### config.mk
export PLATFORM = sky130hd
export DESIGN_NAME = utf8_stream_decoder_top_flat
export DESIGN_NICKNAME = d
export VERILOG_FILES = /design/src/design/u8sd_pkg.sv /design/src/design/u8sd_in_if.sv /design/src/design/u8sd_out_if.sv /design/src/design/u8sd_decode.sv /design/src/design/u8sd_res_fifo.sv /design/src/design/utf8_stream_decoder_top.sv /design/src/flat_wrapper.sv
export SDC_FILE = /design/constraint.sdc
export NUM_CORES = 1
export LEC_CHECK = 0
export BUFFER_PORTS_ARGS = -buffer_cell sky130_fd_sc_hd__buf_4
export CAP_MARGIN = 10
export CORE_UTILIZATION = 30
export CTS_BUF_LIST = sky130_fd_sc_hd__clkbuf_8
export DETAILED_ROUTE_END_ITERATION = 8
export PLACE_DENSITY_LB_ADDON = 0.1
export REMOVE_ABC_BUFFERS = 1
export SETUP_SLACK_MARGIN = 0.3
export SLEW_MARGIN = 0
export SYNTH_ARGS = -nofsm -noshare
export SYNTH_HDL_FRONTEND = slang
export SYNTH_SLANG_ARGS = --single-unit
### constraint.sdc
create_clock -name clk_i -period 9.7 [get_ports clk_i]
set_clock_uncertainty 0.05 [all_clocks]
set_input_delay 1.94 -clock clk_i [delete_from_list [all_inputs] [get_ports clk_i]]
set_output_delay 1.94 -clock clk_i [all_outputs]
set_load 0.02 [all_outputs]
### src/design/u8sd_pkg.sv
// ----------------------------------------------------------------------------
// u8sd_pkg
// Shared types, constants and helper functions of the UTF-8 stream decoder.
// ----------------------------------------------------------------------------
`default_nettype none

package u8sd_pkg;

  localparam int unsigned RES_DEPTH = 4;

  localparam logic [7:0]  LEAD_MIN      = 8'hC0;
  localparam logic [31:0] CP_ASCII_END  = 32'h0000_0080;
  localparam logic [31:0] SURR_MASK     = 32'hFFFF_F800;
  localparam logic [31:0] SURR_BASE     = 32'h0000_D800;
  localparam logic [31:0] NONCHAR_MASK  = 32'hFFFF_FFFE;
  localparam logic [31:0] NONCHAR_BASE  = 32'h0000_FFFE;
  localparam logic [31:0] CP_REPLACE    = 32'h0000_FFFD;
  localparam logic [1:0]  UNITS_ONE     = 2'd1;
  localparam logic [1:0]  UNITS_TWO     = 2'd2;

  typedef struct packed {
    logic [31:0] code_point;
    logic [1:0]  utf16_units;
    logic        run_end;
  } res_t;

  typedef struct packed {
    logic [1:0] count;
    res_t       res0;
    res_t       res1;
  } push_t;

  // Initial accumulator value for a lead byte, indexed by its low six bits
  function automatic logic [4:0] lead_init(input logic [5:0] idx);
    logic [4:0] v;
    if (idx < 6'd32) begin
      v = idx[4:0];
    end else if (idx < 6'd48) begin
      v = {1'b0, idx[3:0]};
    end else if (idx < 6'd56) begin
      v = {2'b00, idx[2:0]};
    end else if (idx < 6'd60) begin
      v = {3'b000, idx[1:0]};
    end else if (idx < 6'd62) begin
      v = {4'b0000, idx[0]};
    end else begin
      v = 5'd0;
    end
    return v;
  endfunction

  function automatic logic [31:0] finish_value(input logic [31:0] v);
    logic bad;
    bad = (v < CP_ASCII_END) || ((v & SURR_MASK) == SURR_BASE) ||
          ((v & NONCHAR_MASK) == NONCHAR_BASE);
    return bad ? CP_REPLACE : v;
  endfunction

  function automatic res_t make_res(input logic [31:0] cp, input logic last);
    res_t r;
    r.code_point  = cp;
    r.utf16_units = (cp[31:16] == 16'd0) ? UNITS_ONE : UNITS_TWO;
    r.run_end     = last;
    return r;
  endfunction

endpackage

`default_nettype wire

### src/design/u8sd_in_if.sv
// ----------------------------------------------------------------------------
// u8sd_in_if
// Byte channel into the decoder: one raw byte and a last-byte flag per item.
// ----------------------------------------------------------------------------
`default_nettype none

interface u8sd_in_if;
  logic       valid;
  logic       ready;
  logic [7:0] data_byte;
  logic       final_byte;

  modport source (output valid, output data_byte, output final_byte, input ready);
  modport sink   (input valid, input data_byte, input final_byte, output ready);
endinterface

`default_nettype wire

### src/design/u8sd_out_if.sv
// ----------------------------------------------------------------------------
// u8sd_out_if
// Code point channel out of the decoder.
// ----------------------------------------------------------------------------
`default_nettype none

interface u8sd_out_if;
  logic        valid;
  logic        ready;
  logic [31:0] code_point;
  logic [1:0]  utf16_units;
  logic        run_end;

  modport source (output valid, output code_point, output utf16_units, output run_end,
                  input ready);
  modport sink   (input valid, input code_point, input utf16_units, input run_end,
                  output ready);
endinterface

`default_nettype wire

### src/design/u8sd_decode.sv
// ----------------------------------------------------------------------------
// u8sd_decode
// Sequence state and per-byte decode; yields zero, one or two results.
// ----------------------------------------------------------------------------
`default_nettype none

module u8sd_decode (
  input  wire logic          clk_i,
  input  wire logic          rst_ni,
  input  wire logic          accept_i,
  input  wire logic [7:0]    data_byte_i,
  input  wire logic          final_byte_i,
  output u8sd_pkg::push_t    push_o
);
  import u8sd_pkg::*;

  logic [31:0] acc_q, acc_d;
  logic        seq_q, seq_d;
  logic        is_cont, is_lead;
  logic [31:0] acc_shift, init_val, cp0, cp1, cp_new;
  logic        emit_new;
  logic [1:0]  n;

  assign is_cont   = (data_byte_i[7:6] == 2'b10);
  assign is_lead   = (data_byte_i >= LEAD_MIN);
  assign acc_shift = {acc_q[25:0], data_byte_i[5:0]};
  assign init_val  = {27'd0, lead_init(data_byte_i[5:0])};

  always_comb begin
    acc_d    = acc_q;
    seq_d    = seq_q;
    cp0      = '0;
    cp1      = '0;
    cp_new   = '0;
    emit_new = 1'b0;
    n        = 2'd0;
    if (seq_q && is_cont) begin
      acc_d = acc_shift;
      if (final_byte_i) begin
        cp0   = finish_value(acc_shift);
        n     = 2'd1;
        acc_d = '0;
        seq_d = 1'b0;
      end
    end else begin
      if (seq_q) begin
        cp0   = finish_value(acc_q);
        n     = 2'd1;
        acc_d = '0;
        seq_d = 1'b0;
      end
      if (is_lead) begin
        if (final_byte_i) begin
          cp_new   = finish_value(init_val);
          emit_new = 1'b1;
          acc_d    = '0;
          seq_d    = 1'b0;
        end else begin
          acc_d = init_val;
          seq_d = 1'b1;
        end
      end else begin
        cp_new   = {24'd0, data_byte_i};
        emit_new = 1'b1;
      end
      if (emit_new) begin
        if (n == 2'd1) begin
          cp1 = cp_new;
          n   = 2'd2;
        end else begin
          cp0 = cp_new;
          n   = 2'd1;
        end
      end
    end
  end

  assign push_o.count = accept_i ? n : 2'd0;
  assign push_o.res0  = make_res(cp0, n == 2'd1);
  assign push_o.res1  = make_res(cp1, 1'b1);

  always_ff @(posedge clk_i or negedge rst_ni) begin
    if (!rst_ni) begin
      acc_q <= '0;
      seq_q <= 1'b0;
    end else if (accept_i) begin
      acc_q <= acc_d;
      seq_q <= seq_d;
    end
  end

  // no sequence open implies an empty accumulator
  a_idle_acc_zero: assert property (@(posedge clk_i) disable iff (!rst_ni)
    !seq_q |-> (acc_q == '0))
    else $error("accumulator not clear outside a sequence");

  // a final byte always closes the sequence
  a_final_closes: assert property (@(posedge clk_i) disable iff (!rst_ni)
    (accept_i && final_byte_i) |=> !seq_q)
    else $error("sequence still open after final byte");

  // two results only when an open sequence is closed by a non-continuation byte
  a_two_results: assert property (@(posedge clk_i) disable iff (!rst_ni)
    (push_o.count == 2'd2) |-> (seq_q && !is_cont))
    else $error("unexpected second result");

endmodule

`default_nettype wire

### src/design/u8sd_res_fifo.sv
// ----------------------------------------------------------------------------
// u8sd_res_fifo
// Result queue; takes up to two results per cycle, sends one per cycle while ready.
// ----------------------------------------------------------------------------
`default_nettype none

module u8sd_res_fifo #(
  parameter int unsigned Depth = u8sd_pkg::RES_DEPTH
) (
  input  wire logic          clk_i,
  input  wire logic          rst_ni,
  input  u8sd_pkg::push_t    push_i,
  output logic               room_o,
  u8sd_out_if.source         out_o
);
  import u8sd_pkg::*;

  localparam int unsigned PtrW = (Depth > 1) ? $clog2(Depth) : 1;
  localparam int unsigned CntW = $clog2(Depth + 1);

  res_t            mem [Depth];
  logic [PtrW-1:0] wr_ptr_q, rd_ptr_q, wr_ptr1;
  logic [CntW-1:0] count_q;
  logic            pop;

  function automatic logic [PtrW-1:0] ptr_inc(input logic [PtrW-1:0] p);
    return (p == PtrW'(Depth - 1)) ? '0 : p + PtrW'(1);
  endfunction

  assign wr_ptr1 = ptr_inc(wr_ptr_q);
  assign pop     = out_o.valid && out_o.ready;
  assign room_o  = (count_q <= CntW'(Depth - 2));

  assign out_o.valid       = (count_q != '0);
  assign out_o.code_point  = mem[rd_ptr_q].code_point;
  assign out_o.utf16_units = mem[rd_ptr_q].utf16_units;
  assign out_o.run_end     = mem[rd_ptr_q].run_end;

  always_ff @(posedge clk_i) begin
    if (push_i.count != 2'd0) begin
      mem[wr_ptr_q] <= push_i.res0;
    end
    if (push_i.count == 2'd2) begin
      mem[wr_ptr1] <= push_i.res1;
    end
  end

  always_ff @(posedge clk_i or negedge rst_ni) begin
    if (!rst_ni) begin
      wr_ptr_q <= '0;
      rd_ptr_q <= '0;
      count_q  <= '0;
    end else begin
      if (push_i.count == 2'd1) begin
        wr_ptr_q <= wr_ptr1;
      end else if (push_i.count == 2'd2) begin
        wr_ptr_q <= ptr_inc(wr_ptr1);
      end
      if (pop) begin
        rd_ptr_q <= ptr_inc(rd_ptr_q);
      end
      count_q <= count_q + CntW'(push_i.count) - CntW'(pop);
    end
  end

  a_no_overflow: assert property (@(posedge clk_i) disable iff (!rst_ni)
    count_q <= CntW'(Depth))
    else $error("result queue overflow");

  a_push_with_room: assert property (@(posedge clk_i) disable iff (!rst_ni)
    (push_i.count != 2'd0) |-> room_o)
    else $error("push without room");

  a_count_track: assert property (@(posedge clk_i) disable iff (!rst_ni)
    1'b1 |=> (count_q == $past(count_q) + CntW'($past(push_i.count)) - CntW'($past(pop))))
    else $error("result count mismatch");

endmodule

`default_nettype wire

### src/design/utf8_stream_decoder_top.sv
// ----------------------------------------------------------------------------
// utf8_stream_decoder_top
// Lenient UTF-8 to UTF-32 decoder, one byte per item, with UTF-16 unit count.
//
//   channel  dir  payload                                  results per item
//   in_i     in   data_byte[7:0], final_byte                -
//   out_o    out  code_point[31:0], utf16_units[1:0],      0 to 2
//                 run_end
//
// One byte is accepted per cycle while the queue has room; its results are in
// the queue the next cycle. Input is taken while the result queue has room for
// two more results, as a byte that closes one sequence can yield a second.
// Rate is set by the output channel: one result per cycle while out_o is ready.
// Reset closes any open sequence, clears the accumulator and empties the queue.
// ----------------------------------------------------------------------------
`default_nettype none

module utf8_stream_decoder_top #(
  parameter int unsigned ResDepth = u8sd_pkg::RES_DEPTH
) (
  input  wire logic   clk_i,
  input  wire logic   rst_ni,
  u8sd_in_if.sink     in_i,
  u8sd_out_if.source  out_o
);
  import u8sd_pkg::*;

  push_t push;
  logic  room;
  logic  accept;

  assign in_i.ready = room;
  assign accept     = in_i.valid && room;

  u8sd_decode u_decode (
    .clk_i        (clk_i),
    .rst_ni       (rst_ni),
    .accept_i     (accept),
    .data_byte_i  (in_i.data_byte),
    .final_byte_i (in_i.final_byte),
    .push_o       (push)
  );

  u8sd_res_fifo #(
    .Depth (ResDepth)
  ) u_res_fifo (
    .clk_i  (clk_i),
    .rst_ni (rst_ni),
    .push_i (push),
    .room_o (room),
    .out_o  (out_o)
  );

endmodule

`default_nettype wire

### src/flat_wrapper.sv
// flat-port wrapper written by rule: the top's interface ports become plain ports
module utf8_stream_decoder_top_flat import u8sd_pkg::*;
#(
  parameter int unsigned ResDepth = u8sd_pkg::RES_DEPTH
)
  (clk_i, rst_ni, in_i_valid, in_i_data_byte, in_i_final_byte, in_i_ready, out_o_valid, out_o_code_point, out_o_utf16_units, out_o_run_end, out_o_ready);
  u8sd_in_if in_i_i ();
  u8sd_out_if out_o_i ();
  input  wire logic clk_i;
  input  wire logic rst_ni;
  input wire logic [$bits(in_i_i.valid)-1:0] in_i_valid;
  input wire logic [$bits(in_i_i.data_byte)-1:0] in_i_data_byte;
  input wire logic [$bits(in_i_i.final_byte)-1:0] in_i_final_byte;
  output wire logic [$bits(in_i_i.ready)-1:0] in_i_ready;
  output wire logic [$bits(out_o_i.valid)-1:0] out_o_valid;
  output wire logic [$bits(out_o_i.code_point)-1:0] out_o_code_point;
  output wire logic [$bits(out_o_i.utf16_units)-1:0] out_o_utf16_units;
  output wire logic [$bits(out_o_i.run_end)-1:0] out_o_run_end;
  input wire logic [$bits(out_o_i.ready)-1:0] out_o_ready;
  assign in_i_i.valid = in_i_valid;
  assign in_i_i.data_byte = in_i_data_byte;
  assign in_i_i.final_byte = in_i_final_byte;
  assign in_i_ready = in_i_i.ready;
  assign out_o_valid = out_o_i.valid;
  assign out_o_code_point = out_o_i.code_point;
  assign out_o_utf16_units = out_o_i.utf16_units;
  assign out_o_run_end = out_o_i.run_end;
  assign out_o_i.ready = out_o_ready;
  utf8_stream_decoder_top #(.ResDepth(ResDepth)) u_core (.clk_i(clk_i), .rst_ni(rst_ni), .in_i(in_i_i), .out_o(out_o_i));
endmodule
==> flow_results.org <==
** Run status
- The run finished with clean final reports.

** Power
- P per Cell Area :: 241 nW/um2
- Across the VDD grid, the largest voltage drop is 124 uV.
- After layout, the design draws a total of 2480 uW.
- In this run the static leakage power is 0.00379 uW.

** Final layout
- Once layout is complete, the utilization of the core stands at 34.4%.
- The number of antenna diodes in the final layout is 0.
- Layout cell share with drive strength beyond 1 :: 15.9%
- From synthesis to final layout, the design area changed by 11.8%.
- Fin cells :: 1379
- The layout has 2996 filler cells.
- For this run, the post-layout net count is 1005.

** Synth
- Post-synthesis share of cell area spent on and, or, nand and nor gates :: 20.1%
- Largest cells by area after synthesis :: edfxtp_1, dfxtp_1, dfrtp_1
- Area share of fa/ha/maj cells after synthesis :: 2.26%
- Compound-gate portion of the synthesized area :: 15.5%
- The biggest area contributor in the post-synthesis netlist is edfxtp_1.
- Prevailing post-synth register cell :: edfxtp_1
- Yosys mapped a number of flops with a built-in enable equal to 72.
- Fraction of synthesized cell area in xor and xnor cells :: 0.286%
- Counting flops with an async set or reset pin after synthesis yields a share of 22.2%.
- Total of warnings raised by yosys :: 0
- The share of synthesized area in the top cell type comes to 23.5%.
- Average cell area after synthesis :: 9.59 um2
- In the synthesized netlist, the number of instances is 958.
- In this run the cell area of the synthesized design comes to 9190 um2.
- Counting distinct cell types in the post-synthesis netlist gives 59.
- After synthesis, the share of cell area in mux cells is 8.83%.
- After synthesis, flip-flops and latches occupy 49.3% of the total area.
- The synthesized design contains 180 register bits.
- Combinational family with the most area after synthesis :: simple AND/OR/NAND/NOR gates

** STA
- RSZ-0062 raised after global routing :: no
- The count of pins over their slew limit is 0.
- Least-Margin Pin Slew :: 1.10 ns
- Headroom to the max-slew limit came out at 26.5%.
- In the finished design, the share of the clock period the worst path needs comes to 51.1%.
- Timing would allow up to 0.202 GHz.
- Final count of negative-setup-slack endpoints :: 0
- Time the worst path needs with I/O delays and setup :: 4.95 ns
- The count of endpoints failing hold in the final timing report is 0.
- Setup_tns :: 0 ns
- Final Worst Setup Slack :: 4.75 ns

** Setup path
- Along the worst path, the maximum fanout reaches 28.
- CP Capture Type :: flop
- Slowest cell on crit path :: a31oi_1
- Stage delay of the slowest cell on the critical path :: 0.59 ns
- Startpoint-to-endpoint class of the critical path :: in2reg
- Data arrives at the worst endpoint at 5.11 ns.
- By instance count, the cell type seen most on the critical path is buf_4.
- Required time worst endpoint :: 9.85 ns
- Setup crit start kind :: input port
- Crit path cell chain :: buf_4, nor2b_4, nand2_1, nor2_1, buf_4, or3_1, ha_1, and2_1, buf_4, nor2_1, a31oi_1, a21oi_1

** Floorplan
- FP Rows :: 63
- The core region is 29900 um2.
- Initial core utilization :: 30.7%
- X dimension of the die :: 177 um
- Vertical extent of the die :: 177 um
- Pin placement for this block handled 50 I/O pins.
- Floorplan die area :: 31300 um2

** Clock tree
- Clock transition at path regs :: 0.12 ns
- For this design, the sink count on the clock tree is 180.
- CTS Hold Bufs :: 0
- Clock tree from TritonCTS :: done
- Number of H-tree levels :: 4
- The clock passes through at most 2 buffers.
- Post-CTS sizing :: 0
- Clock insertion delay at the later pin of the skew report :: 0.47 ns
- Cts bufs inserted :: 17
- CTS placed an instance of clkbuf_8 at the clock tree root.
- Buffers added to address setup during post-CTS repair amount to 0.

** Route
- Once detail routing completed, the nets flagged for antenna violations numbered 0.
- Routed WL per cell :: 21.2 um
- Detailed-route via count :: 7316
- In the routed layout, each cell is associated on average with a via count of 5.31.
- For this run, design rule violations remaining after detail routing come to 0.
- The first routing iteration left 796 violations.
- Before antenna repair, the detailed router went through 5 iterations.
- Detailed Route WL :: 29200 um

** Placed design
- At the end of routability-driven placement, the weighted congestion stood at 0.773.
- Placed wire-length estimate after detailed placement :: 20400 um
- Input and output buffers added on the ports amount to 49.
- Including well taps, the total number of placed cells is 1347.
- Worst slack at placement :: 4.27 ns

** Global routing
- Global-route usage over all layers :: 19.4%
- Maximum number of pins on one net before global-route repair :: 53
- The total overflow left after global routing is 0.
- Global-route wire length before repair :: 45600 um
- Vias in the first global route :: 7197
- Antenna violations before repair :: 0

** Flow run
- # Max-Cap Violations :: 0

** Hold path
- Type of the worst min-delay path :: reg2reg
-- through the flow --
step / hold WS (ns) / cell area (um2)
after global routing: 0.429 / 10300
after floorplan: 0.383 / 8900
after detailed placement: 0.395 / 9890
after CTS: 0.410 / 10300
after global placement: 0.391 / 9890
final: 0.406 / 10300
-- critical path: cells and delay by family --
kind            cells  cell delay, ns
compound gates      2            0.71
fa+ha+maj           1            0.30
buf+inv             3            0.82
simple gates        6            1.29
-- cells by family (layout without fill, tap and decap cells) --
group,Yosys count,after routing
mux,37,37
xor+xnor,3,3
compound gates,227,227
buf+inv,83,114
fa+ha+maj,16,16
flops,180,180
simple gates,412,412
-- final timing paths --
| kind | startpoint | end | slack [ns] | cells after the start |
|---|---|---|---|---|
| worst max-delay path | in_i_data_byte[7] | u_core.u_res_fifo.mem[0][15]$_DFFE_PP_ | 4.75 | 12 |
| worst min-delay path | u_core.u_res_fifo.mem[2][26]$_SDFFE_PP0P_ | u_core.u_res_fifo.mem[2][26]$_SDFFE_PP0P_ | 0.41 | 2 |
| worst max register to register | u_core.u_res_fifo.count_q[1]$_DFF_PN0_ | u_core.u_res_fifo.mem[0][15]$_DFFE_PP_ | 6.47 | 10 |
| worst min register to register | u_core.u_res_fifo.mem[2][26]$_SDFFE_PP0P_ | u_core.u_res_fifo.mem[2][26]$_SDFFE_PP0P_ | 0.41 | 2 |
| max in group asynchronous | rst_ni | u_core.u_res_fifo.rd_ptr_q[0]$_DFFE_PN0P_ | 7.83 | 1 |
| min in group asynchronous | rst_ni | u_core.u_res_fifo.count_q[0]$_DFF_PN0_ | 1.39 | 1 |
-- per-layer routing --
layer	GRT usage, %	wire [um]	vias up
met1	30.1	15000	3634
met5	0	0	-
met2	28.5	12700	180
met3	2.64	1250	11
met4	3.38	177	0
li1	-	-	3491
-- sequential cells by signal, summed over array words and instances (netlist names) --
signal                      flops
u_core.u_res_fifo.count_q       3
u_core.u_res_fifo.rd_ptr_q      2
u_core.u_res_fifo.mem         140
u_core.u_res_fifo.wr_ptr_q      2
u_core.u_decode.seq_q           1
u_core.u_decode.acc_q          32
-- power by group --
group | internal, uW | total (uW) | switching, uW
Sequential | 892 | 956 | 64.7
Combinational | 363 | 1000 | 637
Clock | 191 | 522 | 331
Total | 1450 | 2480 | 1030
-- final cells by class --
class,instances,area [um2],area share (%)
flip-flops and latches,180,4530,44.1
clock buffers,17,234,2.28
inverters,16,60.1,0.585
clock inverters,15,148,1.44
well taps,390,488,4.75
multi-input cells,695,4320,42.1
repair buffers,66,495,4.82
-- cells in the final DEF, fill, tap and decap left out, types with 18 or more instances in the layout --
cell and n:
nand2_1 260, edfxtp_1 72, dfxtp_1 68, nor2_1 24
mux4_2 35, dfrtp_1 39, nand3_1 47, buf_4 66
o21ai_0 18, o221ai_1 24, a21oi_1 117
-- cell usage after synthesis (2+ instances only) --
cell,instances
a21boi_0,4
a21boi_1,11
a21boi_2,5
a21oi_1,117
a2bb2oi_1,3
a31oi_1,6
and2_1,9
and3_1,5
and4_1,3
buf_1,7
buf_2,5
buf_6,3
clkbuf_1,51
dfrtp_1,40
dfxtp_1,68
edfxtp_1,72
ha_1,15
inv_1,16
mux2_2,2
mux4_2,35
nand2_1,260
nand2b_1,11
nand3_1,47
nand3_2,3
nand3b_1,2
nand4_1,4
nor2_1,25
nor2b_1,9
nor3_1,15
nor4_1,2
o211ai_1,4
o21a_1,4
o21ai_0,18
o21ai_2,4
o221ai_1,24
o22ai_1,8
o31a_1,2
o31ai_1,8
or2_2,3
or3_1,3
or4_1,6
xnor2_1,2
Note: power is estimated with default switching activity, not from simulation.
